$ cat src/rtl/v3mu_pkg.sv
`timescale 1ns / 1ps
package v3mu_pkg;

  localparam int FRAC_BITS = 16;
  localparam int HMAX      = 31 - FRAC_BITS;
  localparam int HW        = $clog2(HMAX + 1);
  localparam int QW        = FRAC_BITS + 1;
  localparam int SQS       = 32;

  localparam logic [3:0] MODE_ADD   = 4'd0;
  localparam logic [3:0] MODE_SUB   = 4'd1;
  localparam logic [3:0] MODE_NEG   = 4'd2;
  localparam logic [3:0] MODE_SCALE = 4'd3;
  localparam logic [3:0] MODE_ADDK  = 4'd4;
  localparam logic [3:0] MODE_ELEM  = 4'd5;
  localparam logic [3:0] MODE_CROSS = 4'd6;
  localparam logic [3:0] MODE_DOT   = 4'd7;
  localparam logic [3:0] MODE_MAG   = 4'd8;
  localparam logic [3:0] MODE_DIST  = 4'd9;
  localparam logic [3:0] MODE_NORM  = 4'd10;

  localparam logic [31:0] MAX32 = 32'h7fffffff;
  localparam logic [31:0] MIN32 = 32'h80000000;
  localparam logic signed [67:0] SMAX68 = 68'sd2147483647;
  localparam logic signed [67:0] SMIN68 = -68'sd2147483648;

  typedef logic [2:0][31:0] vec3_t;

  typedef struct packed {
    logic signed [65:0] p0;
    logic signed [63:0] p1;
    logic [31:0]        simple;
    logic               sov;
    logic               big;
  } lane_out_t;

  typedef struct packed {
    logic [3:0]    mode;
    vec3_t         a;
    vec3_t         res;
    logic          ov;
    logic          big;
    logic [HW-1:0] h;
    logic [31:0]   mag;
    logic          magov;
  } side_t;

  // {overflow, value}
  function automatic logic [32:0] sat32(input logic signed [67:0] v);
    logic [32:0] r;
    if (v > SMAX68) begin
      r = {1'b1, MAX32};
    end else if (v < SMIN68) begin
      r = {1'b1, MIN32};
    end else begin
      r = {1'b0, v[31:0]};
    end
    return r;
  endfunction

endpackage

$ cat src/rtl/v3mu_div.sv
`timescale 1ns / 1ps
module v3mu_div (
  input  logic                    clk,
  input  logic [v3mu_pkg::QW-1:0] en,
  input  logic [63:0]             num,
  input  logic [31:0]             den,
  output logic [v3mu_pkg::QW-1:0] q
);
  import v3mu_pkg::*;

  logic [63:0]   m_r [QW];
  logic [QW-1:0] q_r [QW];
  logic [31:0]   d_r [QW];

  // restoring division, one quotient bit per stage
  for (genvar t = 0; t < QW; t++) begin : g_stg
    localparam int J = QW - 1 - t;
    logic [63:0]   pm;
    logic [QW-1:0] pq;
    logic [31:0]   pd;
    logic [63:0]   trial;
    logic          ge;

    if (t == 0) begin : g_first
      assign pm = num;
      assign pq = '0;
      assign pd = den;
    end else begin : g_next
      assign pm = m_r[t-1];
      assign pq = q_r[t-1];
      assign pd = d_r[t-1];
    end

    always_comb begin
      trial = {32'd0, pd} << J;
      ge    = pm >= trial;
    end

    always_ff @(posedge clk) begin
      if (en[t]) begin
        m_r[t] <= ge ? (pm - trial) : pm;
        q_r[t] <= ge ? (pq | (QW'(1) << J)) : pq;
        d_r[t] <= pd;
      end
    end
  end

  assign q = q_r[QW-1];

endmodule

$ cat config.mk
export PLATFORM = sky130hd
export DESIGN_NAME = v3mu_div
export DESIGN_NICKNAME = d
export VERILOG_FILES = /design/src/rtl/v3mu_pkg.sv /design/src/rtl/v3mu_div.sv
export SDC_FILE = /design/constraint.sdc
export NUM_CORES = 2
export LEC_CHECK = 0
export BUFFER_PORTS_ARGS = -buffer_cell sky130_fd_sc_hd__buf_2
export CELL_PAD_IN_SITES_DETAIL_PLACEMENT = 0
export CELL_PAD_IN_SITES_GLOBAL_PLACEMENT = 2
export CORE_AREA = 4 4 500 502
export CTS_CLUSTER_DIAMETER = 60
export CTS_CLUSTER_SIZE = 14
export DETAILED_ROUTE_END_ITERATION = 10
export DIE_AREA = 0 0 504 506
export GPL_ROUTABILITY_DRIVEN = 0
export PLACE_DENSITY_LB_ADDON = 0.1
export SLEW_MARGIN = 40
export SYNTH_ARGS = -nofsm -noshare
export SYNTH_HDL_FRONTEND = slang
export SYNTH_SLANG_ARGS = --single-unit
$ cat constraint.sdc
create_clock -name clk -period 3.28 [get_ports clk]
set_input_delay 0.164 -clock clk [delete_from_list [all_inputs] [get_ports clk]]
set_output_delay 0.164 -clock clk [all_outputs]
set_load 0.005 [all_outputs]
# Word level (Yosys, flattened, before mapping)

Memories as Yosys holds them, arrays and structs flattened.
Index checks and enable logic that the tools add are counted.

Add/subtract/negate cells: 17
Order comparisons: 17
Multiplexer cells: 68

Operators with widths:

| operator                                                       | count |
|---|---|
| 64-bit 2-to-1 mux                                              | 17 |
| 64-bit by 32-bit greater-or-equal comparator with 1-bit output | 1 |
| 64-bit by 33-bit greater-or-equal comparator with 1-bit output | 1 |
| 64-bit by 34-bit greater-or-equal comparator with 1-bit output | 1 |
| 64-bit by 35-bit greater-or-equal comparator with 1-bit output | 1 |
| 64-bit by 36-bit greater-or-equal comparator with 1-bit output | 1 |
| 64-bit by 37-bit greater-or-equal comparator with 1-bit output | 1 |
| 64-bit by 38-bit greater-or-equal comparator with 1-bit output | 1 |
| 64-bit by 39-bit greater-or-equal comparator with 1-bit output | 1 |
| 64-bit by 40-bit greater-or-equal comparator with 1-bit output | 1 |
| 64-bit by 41-bit greater-or-equal comparator with 1-bit output | 1 |
| 64-bit by 42-bit greater-or-equal comparator with 1-bit output | 1 |
| 64-bit by 43-bit greater-or-equal comparator with 1-bit output | 1 |
| 64-bit by 44-bit greater-or-equal comparator with 1-bit output | 1 |
| 64-bit by 45-bit greater-or-equal comparator with 1-bit output | 1 |
| 64-bit by 46-bit greater-or-equal comparator with 1-bit output | 1 |
| 64-bit by 47-bit greater-or-equal comparator with 1-bit output | 1 |
| 64-bit by 48-bit greater-or-equal comparator with 1-bit output | 1 |
| 64-bit by 32-bit subtractor with 64-bit output                 | 1 |
| 64-bit by 33-bit subtractor with 64-bit output                 | 1 |
| 64-bit by 34-bit subtractor with 64-bit output                 | 1 |
| 64-bit by 35-bit subtractor with 64-bit output                 | 1 |
| 64-bit by 36-bit subtractor with 64-bit output                 | 1 |
| 64-bit by 37-bit subtractor with 64-bit output                 | 1 |
| other kinds (28)                                               | 62 |

Flip-flop bits (word level): 0
Bits in writable memories: 1921
Word-level logic and storage cells: 105
Memories kept: 3

Memory list:

| name | words | width | read ports | clocked after memory_dff | write ports | line           | RTL |
|---|---|---|---|---|---|---|---|
| m_r  | 17    | 64    | 16         | 0                        | 17          | v3mu_div.sv:11 | `logic [63:0] m_r [QW];` |
| d_r  | 17    | 32    | 16         | 0                        | 17          | v3mu_div.sv:13 | `logic [31:0] d_r [QW];` |
| q_r  | 17    | 17    | 17         | 0                        | 17          | v3mu_div.sv:12 | `logic [QW-1:0] q_r [QW];` |

# Longest topological paths before layout

An unclocked memory read counts as a cell.

Depth after elaboration: 3
Gate-level depth with buffers: 16

# Least setup slack after synthesis

No wires, ideal clock.

Path type: flip-flop to flip-flop
Start point: memory m_r[6][9], in the netlist m_r[0][393]
End point: memory m_r[7][49], in the netlist m_r[0][497] (data pin)
Library setup time: 0.271 ns
Arrival: 3.267 ns
Required time: 3.009 ns
Setup slack: -0.258 ns
Cell stages (with the launch flop): 15
Buffers on the path: 0
Period minus slack after synthesis: 3.538 ns
Path through: edfxtp_1 -> inv_1 -> ha_1 -> inv_1 -> fa_1 -> a21oi_1 -> o21ai_0 -> a221o_1 -> a31oi_1 -> o21ai_1 -> a211oi_2 -> o21ai_0 -> a2111o_1 -> nor4_1 -> xor2_1

RTL lines:

| item        | line |
|---|---|
| from (decl) | v3mu_div.sv:11 |

==> summary.md <==
| Metric | Value |
|---|---|
| Final worst-path cycle share | 1.14 |
| Pre-CTS WS | -0.720 ns |
| Grt ovf | 0 |
| Most common cell after layout, fill and taps aside | buf_4 |
| Final Hold Viols | 0 |
| Initial antenna violation count | 3 |
| Clock Latency Late Sink | around 0.81 ns |
| Worst Path Buf+Inv | 5 |
| ANT nets after route | 0 |
| CP peak stage delay | 0.37 ns |
| Die area | 0.255 mm^2 |
| Max Cap Violations | 0 |
| Startpoint Class | register |
| DRT Wirelength | 265,000 um |
| Power Dens Cells | 768 mW/mm^2 |
| Starting Density | 0.389 |
| CP Data Arrival Time | 4.30 ns |
| CP max stage cell | edfxtp_1 |
| Register area | 0.0507 mm^2 |
| Largest net degree at the start of global routing | 85 |
| Clk pwr share | 0.193 |
| 1st-iter DRT viols | 2,863 |
| Cell area after synthesis | 0.0955 mm^2 |
| Drt drc | 0 |
| Clock-pin slew on the worst setup and hold paths | 0.06 ns |
| YS warnings | 0 |
| Nets@finish | roughly 12,000 |
| Net Switching | 0.0356 W |
| Final HPWL DP | 205,000 um |
| Average wire per standard cell | 17.9 um |
| CTS Buf Count | 173 |
| # IOs | roughly 130 |
| Tmin final | between 3 and 4 ns |
| Seq pwr share | 0.324 |
| Kind of critical path | register to register |
| Vias in the first global route | 79,300 |
| Mean Syn Cell Area | about 11 um^2 |
| Max Clock Freq | 0.267 GHz |
| First-pass GRT wire length | roughly 410,000 um |
| Worst Hold Class | input pin to register |
| Status | complete, but fails checks |
| #FFs+latches synth | 1,689 |
| Number of fill cells | 21,200 |
| # H-tree levels | 4 |
| Logic pwr share | 0.483 |
| Largest delay share family, worst path | compound AO/OA/AOI/OAI gates |
| Clock tree from TritonCTS | built |
| DR pass1 iterations | 5 |
| Worst Path Max Fanout | 3 |
| Total Routing Usage GR | 0.203 |
| Top_reg_cell synth | edfxtp_1 |
| Synth-to-layout area growth | 38.1% |
| Mean number of vias per cell | 5.03 |
| P_leak | 54.1 nW |
| IO Port Bufs | 130 |
| FFs w/ async S/R, synth | 0 |
| Syn Nets | ~9,500 |
| Vias | 74,800 |
| Commonest cells after routing, fill and taps aside | buf_4 (2,270), edfxtp_1 (1,689), inv_1 (703) |
| Worst slew pin tran | 0.898 ns |
| VDD IR max | 0.000567 V |
| Sw Ratio | 0.352 |
| Clk buf depth | 3 |
| Cell-internal power | 0.0656 W |
| DIE HEIGHT | 506 um |
| Core area | 0.245 mm^2 |
| Setup Skew | about 0.026 ns |
| Area of the multi-input gates | 0.0464 mm^2 |
| Slew Limit Fails | 0 |
| Synth cell types | 94 |
| RSZ-0062 raised after global routing | true |
| Sink Count | 1,689 |
| Critical Path Sink Type | register |
| Root buffer cell | clkbuf_16 |
| Share of cells above drive strength 1 | 0.325 |
| Critical Path RT | about 3.8 ns |
| Pwr Total | 0.101 W |
| Crit path cell chain | inv_1 -> ha_2 -> fa_2 -> nor2b_4 -> o31a_1 -> o41ai_2 -> buf_4 -> buf_6 -> o31ai_4 -> o211ai_1 -> a21o_1 -> buf_6 -> a2111oi_4 -> buf_4 -> nand4b_1 -> xnor2_1 |
| Worst Slack Setup Final | -0.469 ns |
| Failing checks | negative setup slack |
| Cell Rows | 182 |
| Die X | ~500 um |
| Seq/Total Area, Yosys | 0.531 |
| Post-synth EDFFs | 1,689 |
| Post-Synthesis Cells | 8,864 |
| Final setup fails | 331 |
| Worst slew margin | 0.396 |
==> timing repair <==
action,CTS,global route
gates resized for setup,863,479
setup endpoints to repair,811,788
hold buffers,146,0
pin swaps,304,272
hold endpoints to repair,850,0
buffers inserted,164,97
gates cloned,25,6
==> area by class of cell <==
| type | count | share of cell area |
|---|---|---|
| tap | 3220 | 0.0306 |
| multi-input combinational | 6177 | 0.352 |
| timing repair buffer | 2736 | 0.169 |
| antenna | 5 | 0.0000949 |
| inverter | 734 | 0.0212 |
| clock buffer | 190 | 0.0336 |
| clock inverter | 104 | 0.00850 |
| sequential | 1689 | 0.385 |
==> cells in the mapped netlist, types with 48 or more instances <==
cell type	number	area, um^2
a211oi_1	51	383
a21o_1	316	2370
a21oi_1	701	3510
a31oi_1	65	407
and3_1	48	300
clkbuf_1	229	860
edfxtp_1	1689	50700
ha_1	544	6810
inv_1	729	2740
mux2_2	53	597
nand2_1	727	2730
nand2b_1	88	551
nand3_1	156	781
nand4_1	144	901
nor2_1	636	2390
nor2b_1	80	500
nor3_1	203	1020
nor4_1	150	938
o211ai_1	48	360
o21a_1	52	390
o21ai_0	534	2670
o21bai_1	85	638
o31ai_1	49	368
or3_1	101	632
or4_1	74	556
xnor2_1	431	3770
xor2_1	377	3300
==> per-layer routing <==
layer | share of wire | GRT usage | wire (um) | vias to the layer above
met2 | 0.58 | 0.426 | 153000 | 1229
met3 | 0.022 | 0.0211 | 5710 | 791
met4 | 0.078 | 0.132 | 20600 | 0
li1 | - | - | - | 37800
met1 | 0.32 | 0.177 | 86100 | 35000
met5 | 0 | 0 | 0 | -
==> through the flow <==
stage | hold WS (ns) | cell area [um^2] | utilization | cells | TNS (ns)
after floorplan | 0.263 | 95700 | - | 8864 | -1.56
after global routing | 0.0304 | 132000 | 0.538 | 14900 | -101.68
final | 0.0903 | 132000 | 0.538 | 14900 | -47.95
after detailed placement | 0.361 | 116000 | 0.475 | 14200 | -209.44
after global placement | 0.360 | 116000 | 0.475 | 14200 | -179.73
after CTS | 0.000900 | 129000 | 0.526 | 14800 | -48.46
==> power by group through the flow <==
| stage | logic, W | registers [W] | clock network, W |
|---|---|---|---|
| floorplan | 0.0249 | 0.0323 | 0 |
| global placement | 0.0435 | 0.0330 | 0 |
| detailed placement | 0.0439 | 0.0330 | 0 |
| CTS | 0.0470 | 0.0327 | 0.0202 |
| global route | 0.0535 | 0.0333 | 0.0211 |
| finish | 0.0489 | 0.0328 | 0.0195 |
==> registers in the layout, summed over array words and instances (netlist names) <==
register	cells
q_r	153
d_r	512
m_r	1024
==> cells by family after synthesis <==
kind of cell	synth area share
simple gates	0.136
buf+inv	0.0398
xor+xnor	0.0741
mux	0.00657
flops	0.531
compound gates	0.138
fa+ha+maj	0.0747
==> final timing paths <==
path | startpoint | endpoint | slack, ns | cells past startpoint
worst max register to register | m_r[0][708] | m_r[0][809] | -0.47 | 16
worst max-delay path | m_r[0][708] | m_r[0][809] | -0.47 | 16
worst min-delay path | num[7] | m_r[0][7] | 0.09 | 2
worst min register to register | q_r[2][41] | q_r[2][58] | 0.42 | 0
(Power assumes the default switching activity.)
